**src/rret_pkg.sv**
```systemverilog
// ----------------------------------------------------------------------------
// Round-robin endpoint table package
// Shared types and codes for the endpoint table, its memory and its checker.
// ----------------------------------------------------------------------------
package rret_pkg;

    localparam int DEF_MAX_ENDPOINTS = 16;

    localparam logic [1:0] CMD_INSERT = 2'd0;
    localparam logic [1:0] CMD_ERASE  = 2'd1;
    localparam logic [1:0] CMD_CHOOSE = 2'd2;

    localparam logic [1:0] ST_DONE    = 2'd0;
    localparam logic [1:0] ST_REFUSED = 2'd1;
    localparam logic [1:0] ST_FULL    = 2'd2;

    typedef struct packed {
        logic [1:0]  cmd;
        logic [15:0] port;
        logic [31:0] address;
    } cmd_t;

    typedef struct packed {
        logic [1:0]  status;
        logic [15:0] chosen_port;
        logic [31:0] chosen_address;
    } res_t;

    typedef struct packed {
        logic [15:0] port;
        logic [31:0] address;
    } entry_t;

endpackage

```
**src/rret_mem.sv**
```systemverilog
// ----------------------------------------------------------------------------
// Endpoint table memory
// One write port and one read port; read data is registered.
// ----------------------------------------------------------------------------
module rret_mem #(
    parameter int DEPTH = rret_pkg::DEF_MAX_ENDPOINTS,
    parameter int AW    = $clog2(DEPTH)
) (
    input  logic                 clk,
    input  logic                 wr_en,
    input  logic [AW-1:0]        wr_addr,
    input  rret_pkg::entry_t     wr_data,
    input  logic [AW-1:0]        rd_addr,
    output rret_pkg::entry_t     rd_data
);

    rret_pkg::entry_t mem [DEPTH];

    always_ff @(posedge clk)
    begin
        if (wr_en)
        begin
            mem[wr_addr] <= wr_data;
        end
    end

    always_ff @(posedge clk)
    begin
        rd_data <= mem[rd_addr];
    end

endmodule

```
**src/round_robin_endpoint_table_top.sv**
```systemverilog
// ----------------------------------------------------------------------------
// Round-robin endpoint table
// Ordered circular table of port/address pairs with insert, erase and choose.
// ----------------------------------------------------------------------------
// Sequence: choose passes through the choose and finish states (straight to
// finish on an empty table); insert and erase search linearly through the
// single read port, and an erase then closes the gap entry by entry. An
// unused command code goes straight to finish. One item is in work at a
// time; a finished result waits in an output register while the next item
// is taken. Reset empties the table at once.
// ----------------------------------------------------------------------------
module round_robin_endpoint_table_top #(
    parameter int MAX_ENDPOINTS = rret_pkg::DEF_MAX_ENDPOINTS
) (
    input  logic             clk,
    input  logic             rst_n,
    input  logic             cmd_valid,
    output logic             cmd_ready,
    input  rret_pkg::cmd_t   cmd_data,
    output logic             res_valid,
    input  logic             res_ready,
    output rret_pkg::res_t   res_data
);

    localparam int IDX_W = $clog2(MAX_ENDPOINTS);
    localparam int CNT_W = $clog2(MAX_ENDPOINTS + 1);
    localparam logic [CNT_W:0]   MAX_SUM  = (CNT_W + 1)'(MAX_ENDPOINTS);
    localparam logic [CNT_W-1:0] MAX_CNT  = CNT_W'(MAX_ENDPOINTS);
    localparam logic [IDX_W-1:0] LAST_IDX = IDX_W'(MAX_ENDPOINTS - 1);

    typedef enum logic [2:0] {
        S_IDLE,
        S_SEARCH,
        S_SHIFT,
        S_CHOOSE,
        S_FINISH
    } state_t;

    state_t              state_reg;
    rret_pkg::cmd_t      cmd_reg;
    logic [IDX_W-1:0]    front_reg;
    logic [CNT_W-1:0]    count_reg;
    logic [CNT_W-1:0]    iss_reg;
    logic [CNT_W-1:0]    pend_k_reg;
    logic                pend_reg;
    logic [1:0]          status_reg;
    rret_pkg::entry_t    chosen_reg;
    logic                res_valid_reg;
    rret_pkg::res_t      res_data_reg;

    rret_pkg::entry_t    key;
    rret_pkg::entry_t    rd_data;
    logic                hit;
    logic                more_search;
    logic                more_shift;
    logic [CNT_W-1:0]    iss_inc;
    logic [CNT_W-1:0]    rd_pos;
    logic [IDX_W-1:0]    rd_addr;
    logic                wr_en;
    logic [IDX_W-1:0]    wr_addr;
    rret_pkg::entry_t    wr_data;

    // Slot of a logical position; front + pos stays below twice the depth.
    function automatic logic [IDX_W-1:0] slot_of(logic [IDX_W-1:0] f,
                                                 logic [CNT_W-1:0] pos);
        logic [CNT_W:0] s;
        s = {{(CNT_W + 1 - IDX_W){1'b0}}, f} + {1'b0, pos};
        if (s >= MAX_SUM)
        begin
            s = s - MAX_SUM;
        end
        return s[IDX_W-1:0];
    endfunction

    assign cmd_ready = (state_reg == S_IDLE);
    assign res_valid = res_valid_reg;
    assign res_data  = res_data_reg;

    always_comb
    begin
        key.port    = cmd_reg.port;
        key.address = cmd_reg.address;
        hit         = pend_reg && (rd_data == key);
        more_search = (iss_reg < count_reg);
        iss_inc     = iss_reg + 1'b1;
        more_shift  = (iss_inc < count_reg);

        // In idle the front entry is read so that a choose has it next cycle.
        case (state_reg)
            S_IDLE:  rd_pos = '0;
            S_SHIFT: rd_pos = iss_inc;
            default: rd_pos = iss_reg;
        endcase
        rd_addr = slot_of(front_reg, rd_pos);

        wr_en   = 1'b0;
        wr_addr = slot_of(front_reg, count_reg);
        wr_data = key;
        case (state_reg)
            S_SEARCH:
            begin
                if (!hit && !more_search && !pend_reg &&
                    cmd_reg.cmd == rret_pkg::CMD_INSERT && count_reg < MAX_CNT)
                begin
                    wr_en = 1'b1;
                end
            end
            S_SHIFT:
            begin
                if (pend_reg)
                begin
                    wr_en   = 1'b1;
                    wr_addr = slot_of(front_reg, pend_k_reg);
                    wr_data = rd_data;
                end
            end
            S_CHOOSE:
            begin
                // A full table rotates by moving the front index alone.
                if (count_reg > CNT_W'(1) && count_reg < MAX_CNT)
                begin
                    wr_en   = 1'b1;
                    wr_data = rd_data;
                end
            end
            default:
            begin
                wr_en = 1'b0;
            end
        endcase
    end

    rret_mem #(
        .DEPTH (MAX_ENDPOINTS),
        .AW    (IDX_W)
    ) u_mem (
        .clk     (clk),
        .wr_en   (wr_en),
        .wr_addr (wr_addr),
        .wr_data (wr_data),
        .rd_addr (rd_addr),
        .rd_data (rd_data)
    );

    always_ff @(posedge clk or negedge rst_n)
    begin
        if (!rst_n)
        begin
            state_reg     <= S_IDLE;
            cmd_reg       <= '0;
            front_reg     <= '0;
            count_reg     <= '0;
            iss_reg       <= '0;
            pend_k_reg    <= '0;
            pend_reg      <= 1'b0;
            status_reg    <= rret_pkg::ST_REFUSED;
            chosen_reg    <= '0;
            res_valid_reg <= 1'b0;
            res_data_reg  <= '0;
        end
        else
        begin
            // In finish the output register is reloaded instead.
            if (res_valid_reg && res_ready && state_reg != S_FINISH)
            begin
                res_valid_reg <= 1'b0;
            end

            case (state_reg)
                S_IDLE:
                begin
                    if (cmd_valid)
                    begin
                        cmd_reg    <= cmd_data;
                        iss_reg    <= '0;
                        pend_reg   <= 1'b0;
                        chosen_reg <= '0;
                        status_reg <= rret_pkg::ST_REFUSED;
                        case (cmd_data.cmd)
                            rret_pkg::CMD_INSERT: state_reg <= S_SEARCH;
                            rret_pkg::CMD_ERASE:  state_reg <= S_SEARCH;
                            rret_pkg::CMD_CHOOSE:
                            begin
                                if (count_reg == '0)
                                begin
                                    state_reg <= S_FINISH;
                                end
                                else
                                begin
                                    state_reg <= S_CHOOSE;
                                end
                            end
                            default: state_reg <= S_FINISH;
                        endcase
                    end
                end

                S_SEARCH:
                begin
                    if (hit)
                    begin
                        if (cmd_reg.cmd == rret_pkg::CMD_INSERT)
                        begin
                            status_reg <= rret_pkg::ST_REFUSED;
                            state_reg  <= S_FINISH;
                        end
                        else
                        begin
                            iss_reg   <= pend_k_reg;
                            pend_reg  <= 1'b0;
                            state_reg <= S_SHIFT;
                        end
                    end
                    else if (more_search)
                    begin
                        pend_reg   <= 1'b1;
                        pend_k_reg <= iss_reg;
                        iss_reg    <= iss_inc;
                    end
                    else if (!pend_reg)
                    begin
                        if (cmd_reg.cmd == rret_pkg::CMD_INSERT)
                        begin
                            if (count_reg >= MAX_CNT)
                            begin
                                status_reg <= rret_pkg::ST_FULL;
                            end
                            else
                            begin
                                count_reg  <= count_reg + 1'b1;
                                status_reg <= rret_pkg::ST_DONE;
                            end
                        end
                        else
                        begin
                            status_reg <= rret_pkg::ST_REFUSED;
                        end
                        state_reg <= S_FINISH;
                    end
                    else
                    begin
                        pend_reg <= 1'b0;
                    end
                end

                S_SHIFT:
                begin
                    if (more_shift)
                    begin
                        pend_reg   <= 1'b1;
                        pend_k_reg <= iss_reg;
                        iss_reg    <= iss_inc;
                    end
                    else
                    begin
                        pend_reg <= 1'b0;
                        if (!pend_reg)
                        begin
                            count_reg  <= count_reg - 1'b1;
                            status_reg <= rret_pkg::ST_DONE;
                            state_reg  <= S_FINISH;
                        end
                    end
                end

                S_CHOOSE:
                begin
                    chosen_reg <= rd_data;
                    status_reg <= rret_pkg::ST_DONE;
                    if (count_reg > CNT_W'(1))
                    begin
                        front_reg <= (front_reg == LAST_IDX) ? '0 : front_reg + 1'b1;
                    end
                    state_reg <= S_FINISH;
                end

                S_FINISH:
                begin
                    if (!res_valid_reg || res_ready)
                    begin
                        res_data_reg.status         <= status_reg;
                        res_data_reg.chosen_port    <= chosen_reg.port;
                        res_data_reg.chosen_address <= chosen_reg.address;
                        res_valid_reg               <= 1'b1;
                        state_reg                   <= S_IDLE;
                    end
                end

                default:
                begin
                    state_reg <= S_IDLE;
                end
            endcase
        end
    end

endmodule

```
**config.mk**
```make
export PLATFORM = sky130hd
export DESIGN_NAME = round_robin_endpoint_table_top
export DESIGN_NICKNAME = d
export VERILOG_FILES = /design/src/rret_pkg.sv /design/src/rret_mem.sv /design/src/round_robin_endpoint_table_top.sv
export SDC_FILE = /design/constraint.sdc
export NUM_CORES = 1
export LEC_CHECK = 0
export BUFFER_PORTS_ARGS = -buffer_cell sky130_fd_sc_hd__buf_2
export CORE_MARGIN = 2
export CORE_UTILIZATION = 32
export DETAILED_ROUTE_END_ITERATION = 10
export PLACE_DENSITY = 0.5
export SYNTH_ARGS = -nofsm -noshare
export SYNTH_HDL_FRONTEND = slang
export SYNTH_SLANG_ARGS = --single-unit
export TNS_END_PERCENT = 50
```
**constraint.sdc**
```tcl
create_clock -name clk -period 5.97 [get_ports clk]
set_input_delay 1.194 -clock clk [delete_from_list [all_inputs] [get_ports clk]]
set_output_delay 1.194 -clock clk [all_outputs]
set_load 0.05 [all_outputs]
```
==> results_dict.tcl, run 1 <==
set metrics [dict create \
    grt_start_max_net_pins 99 \
    dp_hpwl_um 55500 \
    start_kind "flip-flop" \
    dpl.cell_count 3832 \
    crit_path_end "u_mem.rd_data[42]$_DFF_P_" \
    start_util_pct 32.4 \
    synth-edff-count 768 \
    rsz0062_at_grt "false" \
    worst_pin_slew_ps 1100 \
    synthCells 2185 \
    grt-busiest-layer "met2" \
    ys_types 53 \
    grtUsageMet2_pct 26.6 \
    route.detailed.drc 0 \
    grt_pass1_wl_um 149000 \
    cts_sinks 990 \
    netlist_top_cells_area "edfxtp_1 (59%), dfrtp_1 (11%), mux4_2 (11%), mux2_2 (4.5%), nand2_1 (2.9%)" \
    dieArea_um2 125000 \
    worstHoldStart "status_reg[1]$_DFFE_PN0P_" \
    io-pin-count 106 \
    hold_buffers 0 \
    cts_buffers 104 \
    synthFlopType "edfxtp_1" \
    clk_pin_slew_ps 60 \
    drtPass1Iterations 7 \
    fill_cells 11124 \
    fp.dieH_um 353 \
    maxSlewViolCount 0 \
    max_freq_mhz 211 \
    die_w_um 353 \
    tns_ps 0 \
    synth-async-reset-ratio_pct 17.6 \
    ys_seq_area_share_pct 72.9 \
    antenna_found_initial 2 \
    relSlewSlack_pct 26.7 \
    r2r-end "u_mem.rd_data[42]$_DFF_P_" \
    peakVddDrop_mv 0.356 \
    fp-row-count 127 \
    cts_buffer_depth 3 \
    p_leak_nw 15.8 \
    end_kind "flip-flop" \
    drt_wl_total_um 102000 \
    cts_setup_buffers 0 \
    drt_iter0_markers 1956 \
    reg2reg_slack_ps 1230 \
    ant_nets 0 \
    crit_arrival_ps 5270 \
    synth_area_um2 38900 \
    core_um2 120000 \
    cp_max_fo 65 \
    cts_resized 0 \
    avgViaCountPerCell 5.06 \
    p_per_area_nw_per_um2 581 \
    synth_top_area_share_pct 59.2 \
    cts_tree "built" \
    fin_crit_ps 4740 \
    critPathRequiredTime_ps 6500 \
    hold_path.class "flip-flop to flip-flop" \
    maxCapViolCount 0 \
    setup_viol 0 \
    clock_skew_ps 24.9 \
    place_congestion 0.787 \
    stdcell_count 4030 \
    root_buffer "clkbuf_16" \
    met3_usage_pct 2.78 \
    nets 2406 \
    synth_top_cell_by_area "edfxtp_1" \
    critPathLaunch "state_reg[1]$_DFFE_PN0P_" \
    wl_per_cell_um 25.3 \
    final-hold-violation-count 0 \
    ctsHtreeMaxLevel 3 \
    worstReg2RegStart "state_reg[1]$_DFFE_PN0P_" \
    clk_latency_ps 680 \
    grt_overflow 0 \
    layout_common_cells "edfxtp_1 (768), nand2_1 (303), mux4_2 (192)" \
    grt_pass1_vias 21386 \
    drive_above_1_share_pct 28.5 \
    ys_warn_count 0 \
    largest_register_ffs 768 \
    grt_use_total_pct 16.3 \
    io_buffer_count 105 \
    area_growth_pct 16.8 \
    status "finished, final reports clean" \
    avgSynthCellArea_um2 17.8 \
    period_share_pct 79.4 \
    synth_seq_cells 990 \
    final_common_cell "edfxtp_1" \
    use_met1_pct 22.8 \
    path_class "flip-flop to flip-flop" \
    vias 20396 \
    num_antenna_cells 0 \
    syn-num-nets 2265 \
    r2r_cells 12 \
]
final cells by class:
class | instances | area [µm²] | area share, %
clock inverters | 63 | 663 | 1.46
multi-input cells | 1069 | 10300 | 22.7
inverters | 13 | 48.8 | 0.107
clock buffers | 135 | 2880 | 6.34
flip-flops and latches | 990 | 28400 | 62.4
well taps | 1612 | 2020 | 4.44
repair buffers | 148 | 1180 | 2.60
stage by stage:
stage | hold slack [ps] | power, W | instance area, µm² | setup WS, ps | utilization (%)
after CTS | 489 | 0.0268 | 45500 | 1240 | 37.8
after global routing | 506 | 0.0278 | 45500 | 958 | 37.8
after detailed placement | 476 | 0.0201 | 41900 | 1250 | 34.9
after floorplan | 454 | 0.0169 | 38900 | 1430 | -
final | 484 | 0.0264 | 45500 | 1230 | 37.8
after global placement | 473 | 0.0199 | 41900 | 1370 | 34.9
worst max-delay path, stage by stage (launching register included):
cell,delay (ps)
dfrtp_1,560
nor2b_2,360
nor2b_1,500
nor2_1,220
nand2_1,110
o21ai_0,160
ha_4,220
fa_4,1300
buf_12,460
mux4_2,380
nand2_1,80
and3_1,160
a31oi_1,40
power by group:
group / internal, W / switching (W) / total [W]
registers: 0.00933 / 0.000785 / 0.0101
clock network: 0.00393 / 0.00271 / 0.00664
logic: 0.00405 / 0.00562 / 0.00967
total: 0.0173 / 0.00912 / 0.0264
metal layers:
layer / up-vias / share of wire (%)
met5: - / 0.0088
met4: 2 / 1.8
met3: 130 / 5.5
met2: 586 / 48
met1: 10864 / 45
li1: 8814 / -
synthesized netlist by cell type (all sizes together), types with 11 or more instances:
cell      n
mux4    192
nand2   304
buf      31
nor4     19
a21oi    11
nor2     36
xnor2    14
ha       23
mux2    156
nand3    11
and3     50
dfrtp   173
xor2     52
o21ai    71
inv      13
a31oi    55
edfxtp  768
clkbuf   82
dfxtp    48
how the worst min path moves through the flow:
stage                           endpoint  cells after the start
2_1_floorplan  status_reg[1]$_DFFE_PN0P_                      1
3_3_place_gp   status_reg[1]$_DFFE_PN0P_                      1
3_5_place_dp   status_reg[1]$_DFFE_PN0P_                      1
4_1_cts        status_reg[1]$_DFFE_PN0P_                      1
5_1_grt        status_reg[1]$_DFFE_PN0P_                      1
6_report       status_reg[1]$_DFFE_PN0P_                      1
kinds of logic (layout without fill, tap and decap cells):
| kind of cell | Yosys count | in the layout | share of synthesized area (%) |
|---|---|---|---|
| multiplexers | 353 | 353 | 15.7 |
| adder cells (fa/ha/maj) | 26 | 26 | 0.893 |
| AND/OR/NAND/NOR | 458 | 458 | 5.19 |
| XOR/XNOR | 66 | 66 | 1.48 |
| buffers and inverters | 126 | 359 | 1.26 |
| AO/OA/AOI/OAI | 166 | 166 | 2.56 |
| flip-flops | 990 | 990 | 72.9 |
(Power assumes the default switching activity.)
==> run 2: changes to the inputs <==
Settings changed: ABC_AREA set to 1.
Clock period 5.97 ns to 4.6 ns, I/O delays scaled along.
==> run 2 against run 1 <==
  * Global-route usage up 0.56 points
  * Worst hold slack worse by 170 ps
  * Synthesized area up 5.0%
  * Largest power group is now combinational logic
  * Worst setup slack worse by 440 ps
  * First-iteration DRC count up 10%
  * Clock skew up 9.8 ps
  * Critical path type unchanged
  * Sequential share of layout area down 2.7 points
  * Non-clock buffer count up 57
  * Register-to-register slack worse by 440 ps
==> results_dict.tcl, run 2 <==
set metrics [dict create \
    cts_setup_buffers 0 \
    sw_frac_of_total_pct 40.5 \
    cp_top_family "compound AO/OA/AOI/OAI gates" \
    largest_register_ffs 768 \
    ys_types 40 \
    io_buffer_count 105 \
    place_congestion 0.816 \
    die_w_um 362 \
    final-hold-violation-count 0 \
    slowest_stage "o221ai_1" \
    path_class "flip-flop to flip-flop" \
    synth-edff-count 768 \
    cp_max_fo 43 \
    grt_start_max_net_pins 137 \
    hold_path.class "input port to async pin" \
    synth_top_cell_by_area "edfxtp_1" \
    avgViaCountPerCell 4.93 \
    worst_pin_slew_ps 1300 \
    synthCells 3374 \
    area_growth_pct 16.2 \
    io-pin-count 106 \
    fin_crit_ps 3800 \
    cts_resized 0 \
    final_common_cell "edfxtp_1" \
    status "finished, final reports clean" \
    ant_nets 0 \
    path_buf_inv 2 \
    clkPwrFrac_pct 21.5 \
    netlist_top_cells_area "edfxtp_1 (56%), dfrtp_1 (11%), o21ai_0 (4.9%), mux2i_1 (4.7%), nand2_1 (4.1%)" \
    route.detailed.drc 0 \
    critical-path-max-stage-delay_ps 720 \
    fp-row-count 131 \
    tns_ps 0 \
    fp.dieH_um 362 \
    dieArea_um2 131000 \
    cts_sinks 990 \
    max_freq_mhz 263 \
    num_antenna_cells 0 \
    core_um2 127000 \
    cts_buffers 99 \
    p_per_area_nw_per_um2 793 \
    ctsHtreeMaxLevel 3 \
    synth_top_area_share_pct 56.4 \
    syn-num-nets 3454 \
    cts_tree "built" \
    crit_arrival_ps 3970 \
    drtPass1Iterations 5 \
    hold_buffers 0 \
    grt_pass1_vias 24584 \
    yosysMostFrequentCell "edfxtp_1" \
    grt_use_total_pct 16.9 \
    synth_area_um2 40900 \
    power_frac_seq_pct 35.4 \
    nets 3566 \
    period_share_pct 82.7 \
    grt_pass1_wl_um 166000 \
    rsz0062_at_grt "false" \
    layout_common_cells "edfxtp_1 (768), nand2_1 (445), o21ai_0 (398)" \
    vias 25808 \
    grt_overflow 0 \
    cts_buffer_depth 3 \
    drt_wl_total_um 112000 \
    path_cells "inv_1 > ha_1 > o21ai_0 > nand2_2 > o21ai_4 > buf_4 > o221ai_1" \
    clk_latency_ps 680 \
    p_leak_nw 17.9 \
    clock_skew_ps 34.7 \
    start_util_pct 32.2 \
    share_comb_of_total_power_pct 43.2 \
    start_kind "flip-flop" \
    ys_seq_area_share_pct 69.4 \
    p_sw_w 0.0153 \
    internal_power_w 0.0224 \
    drive_above_1_share_pct 11.5 \
    maxSlewViolCount 0 \
    dp_hpwl_um 62600 \
    avgSynthCellArea_um2 12.1 \
    clk_pin_slew_ps 70 \
    setup_viol 0 \
    synthFlopType "edfxtp_1" \
    relSlewSlack_pct 13.5 \
    peakVddDrop_mv 1.30 \
    end_kind "flip-flop" \
    antenna_found_initial 0 \
    setup_ws_ps 796 \
    critPathRequiredTime_ps 4770 \
    place_ws_ps 797 \
    synth_seq_cells 990 \
    synth-async-reset-ratio_pct 17.6 \
    netlist_top_cells_count "edfxtp_1 (768), nand2_1 (449), o21ai_0 (398)" \
    drt_iter0_markers 2152 \
    maxCapViolCount 0 \
    root_buffer "clkbuf_16" \
    ys_warn_count 0 \
    fill_cells 12147 \
    wl_per_cell_um 21.4 \
]
==> run 2: cell count changes after synthesis, sizes merged, moves of 50 or more <==
cell / delta
and3: -50
inv: +361
mux2: -151
mux4: -192
a21oi: +296
o21ai: +331
mux2i: +188
nor2: +81
o211ai: +138
clkbuf: +51
nand2: +145
==> run 2: cell families (layout without fill, tap and decap cells) <==
family                     Yosys count  count (layout)  share of synthesized area [%]
AOI/OAI and AO/OA                  954             954                           13.1
and+or+nand+nor                    613             613                           5.89
adders and majority gates           26              26                          0.850
xor gates and xnor gates            23              23                          0.511
buffers and inverters              570             767                           5.37
DFF                                990             990                           69.4
muxes                              198             198                           4.86
==> run 2: power by group through the flow <==
stage | Combinational, W | Sequential, W | Clock (W)
5_1_grt | 0.0182 | 0.0134 | 0.00861
4_1_cts | 0.0164 | 0.0133 | 0.00830
3_5_place_dp | 0.0164 | 0.0135 | 0
6_report | 0.0163 | 0.0133 | 0.00809
2_1_floorplan | 0.0107 | 0.0136 | 0
3_3_place_gp | 0.0162 | 0.0135 | 0
==> run 2: cell type report <==
cell class | count | area [µm²] | share of cell area, %
clock inverters | 46 | 408 | 0.858
multi-input cells | 1814 | 10500 | 22.2
well taps | 1662 | 2080 | 4.38
clock buffers | 140 | 2870 | 6.03
inverters | 376 | 1420 | 2.99
flip-flops and latches | 990 | 28400 | 59.7
repair buffers | 205 | 1850 | 3.89
==> run 2: routing by layer <==
metal | wire length (µm) | track usage (%)
met5 | 0 | 0
met1 | 52800 | 24.3
met4 | 2100 | 4.45
met3 | 5040 | 1.87
met2 | 51800 | 27.0
==> run 2: through the flow <==
stage	total power, W	instance area, µm²	cells	utilization, %	hold WS [ps]
2_1_floorplan	0.0243	40900	3374	-	446
3_3_place_gp	0.0297	44300	5047	34.8	463
3_5_place_dp	0.0299	44300	5047	34.8	468
4_1_cts	0.0380	47500	5233	37.4	318
5_1_grt	0.0402	47500	5233	37.4	355
6_report	0.0377	47500	5233	37.4	318
==> run 2: worst paths after layout <==
| check | depth (start not counted) | slack, ps | startpoint | endpoint |
|---|---|---|---|---|
| max | 7 | 800 | count_reg[1]$_DFFE_PN0P_ | u_mem.mem[10][46]$_DFFE_PP_ |
| min | 1 | 320 | rst_n | chosen_reg[3]$_DFFE_PN0P_ |
| max reg2reg | 7 | 800 | count_reg[1]$_DFFE_PN0P_ | u_mem.mem[10][46]$_DFFE_PP_ |
| min reg2reg | 2 | 480 | res_data[25]$_DFFE_PN0P_ | res_data[25]$_DFFE_PN0P_ |
| max in group asynchronous | 2 | 3340 | rst_n | cmd_reg[39]$_DFFE_PN0P_ |
| min in group clk | 2 | 480 | res_data[25]$_DFFE_PN0P_ | res_data[25]$_DFFE_PN0P_ |
==> run 2: worst reg2reg max path, cell delays in order (launching register included) <==
cell and delay, ps:
dfrtp_1 430, inv_1 210, ha_1 240, o21ai_0 350, nand2_2 470, o21ai_4 260
buf_4 620, o221ai_1 730
==> run 3: changes to the inputs <==
Settings changed: ABC_AREA 1 to 0.
Clock period 4.6 ns to 3.6 ns, I/O delays scaled along.
==> run 3 against run 2 <==
  * Global-route usage fell by 0.078 points
  * Critical path depth rose by 3
  * Clock power up 31%
  * First-iteration DRC count fell by 4.3%
  * Maximum frequency increased by 12%
  * Worst setup slack lost 580 ps
  * Critical endpoint is now status_reg[1]$_DFFE_PN0P_
==> results_dict.tcl, run 3 (synthesis results as in run 1) <==
set metrics [dict create \
    status "finished, final reports clean" \
    start_util_pct 32.4 \
    place_congestion 0.772 \
    period_share_pct 94.0 \
    grt_start_max_net_pins 76 \
    sw_frac_of_total_pct 34.6 \
    dp_hpwl_um 62200 \
    peakVddDrop_mv 0.474 \
    place_ws_ps 227 \
    cp_max_fo 3 \
    antenna_found_initial 6 \
    cts_resized 0 \
    power_frac_seq_pct 37.8 \
    dieArea_um2 125000 \
    path_class "flip-flop to flip-flop" \
    cts_tree "built" \
    crit_path_end "status_reg[1]$_DFFE_PN0P_" \
    cts_buffers 105 \
    cts_sinks 990 \
    path_buf_inv 3 \
    p_per_area_nw_per_um2 957 \
    core_um2 120000 \
    io-pin-count 106 \
    ctsHtreeMaxLevel 3 \
    clk_pin_slew_ps 60 \
    setup_ws_ps 215 \
    max_freq_mhz 295 \
    met3_usage_pct 3.43 \
    crit_top_cell "buf_4" \
    fp.dieH_um 353 \
    critPathRequiredTime_ps 4150 \
    clkPwrFrac_pct 23.8 \
    grt-busiest-layer "met2" \
    nets 2495 \
    avgViaCountPerCell 5.02 \
    worst_pin_slew_ps 1290 \
    cts_setup_buffers 0 \
    cp_top_family "simple AND/OR/NAND/NOR gates" \
    crit_arrival_ps 3940 \
    path_depth 10 \
    rsz0062_at_grt "false" \
    drive_above_1_share_pct 30.9 \
    grt_pass1_vias 21864 \
    cts_buffer_depth 3 \
    path_cells "xor2_1 > buf_4 > nor4_1 > buf_4 > nand4_1 > buf_4 > or4_1 > a311o_1 > nor4_4 > mux2_1" \
    grt_overflow 0 \
    io_buffer_count 105 \
    grt_use_total_pct 16.8 \
    grt_pass1_wl_um 153000 \
    setup_viol 0 \
    clk_latency_ps 690 \
    ant_nets 0 \
    route.detailed.drc 0 \
    worstReg2RegStart "cmd_reg[23]$_DFFE_PN0P_" \
    r2r-end "status_reg[1]$_DFFE_PN0P_" \
    critPathLaunch "cmd_reg[23]$_DFFE_PN0P_" \
    r2r_cells 10 \
    clock_skew_ps 32.0 \
    maxCapViolCount 0 \
    start_kind "flip-flop" \
    drtPass1Iterations 5 \
    layout_common_cells "edfxtp_1 (768), nand2_1 (303), mux4_2 (192)" \
    drt_iter0_markers 2060 \
    end_kind "flip-flop" \
    internal_power_w 0.0291 \
    critical-path-max-stage-delay_ps 520 \
    reg2reg_slack_ps 210 \
    share_comb_of_total_power_pct 38.4 \
    p_leak_nw 16.3 \
    hold_slack_ps 60.2 \
    fin_crit_ps 3390 \
    drt_wl_total_um 105000 \
    hold_path.class "input port to async pin" \
    final_common_cell "edfxtp_1" \
    hold_buffers 0 \
    final-hold-violation-count 0 \
    root_buffer "clkbuf_16" \
    wl_per_cell_um 25.5 \
    vias 20672 \
    fp-row-count 127 \
    maxSlewViolCount 0 \
    area_growth_pct 19.4 \
    largest_register_ffs 768 \
    use_met1_pct 23.3 \
    slowest_stage "nor4_1" \
    tns_ps 0 \
    grtUsageMet2_pct 26.8 \
    die_w_um 353 \
    p_sw_w 0.0154 \
    relSlewSlack_pct 13.6 \
]
-- run 3: layer usage --
| metal | part of all wire [%] | routed length (µm) | vias to the layer above |
|---|---|---|---|
| li1 | - | - | 8988 |
| met1 | 44 | 46100 | 10923 |
| met2 | 47 | 49400 | 632 |
| met3 | 6.6 | 6930 | 129 |
| met4 | 2.4 | 2530 | 0 |
| met5 | 0 | 0 | - |
-- run 3: how the worst min path moves through the flow --
| stage | to | slack [ps] | cells after the start |
|---|---|---|---|
| 6_report | res_data[9]$_DFFE_PN0P_ | 60 | 1 |
| 2_1_floorplan | chosen_reg[0]$_DFFE_PN0P_ | 420 | 0 |
| 3_3_place_gp | status_reg[1]$_DFFE_PN0P_ | 470 | 1 |
| 3_5_place_dp | status_reg[1]$_DFFE_PN0P_ | 480 | 1 |
| 4_1_cts | front_reg[0]$_DFFE_PN0P_ | 70 | 1 |
| 5_1_grt | res_data[8]$_DFFE_PN0P_ | 120 | 1 |
-- run 3: worst register-to-register path, cell delays in order (launching register included) --
cell and delay (ps):
dfrtp_1 400, xor2_1 170, buf_4 190, nor4_1 520, buf_4 240, nand4_1 110, buf_4 170, or4_1 470
a311o_1 420, nor4_4 210, mux2_1 360
-- run 3: power by group through the flow --
stage	registers [W]	logic, W	clock network, W
3_3_place_gp	0.0170	0.0171	0
5_1_grt	0.0170	0.0186	0.0113
3_5_place_dp	0.0170	0.0174	0
2_1_floorplan	0.0172	0.0109	0
4_1_cts	0.0168	0.0174	0.0109
6_report	0.0168	0.0171	0.0106
-- run 3: metrics by stage --
stage	cell area, µm²	total power (W)	std cells	util, %
after floorplan	39000	0.0280	2185	-
after global placement	43100	0.0341	3920	35.8
after detailed placement	43100	0.0344	3920	35.8
after CTS	46500	0.0451	4115	38.7
after global routing	46500	0.0469	4116	38.7
final	46500	0.0445	4116	38.7
-- run 3: area by class of cell --
class                      instances  area, µm²
antenna                            1       2.50
clock buffer                     139       2880
clock inverter                    56        520
fill                           10955      73800
inverter                          13       48.8
multi-input combinational       1069      10300
sequential                       990      28400
tap                             1612       2020
timing repair buffer             236       2340
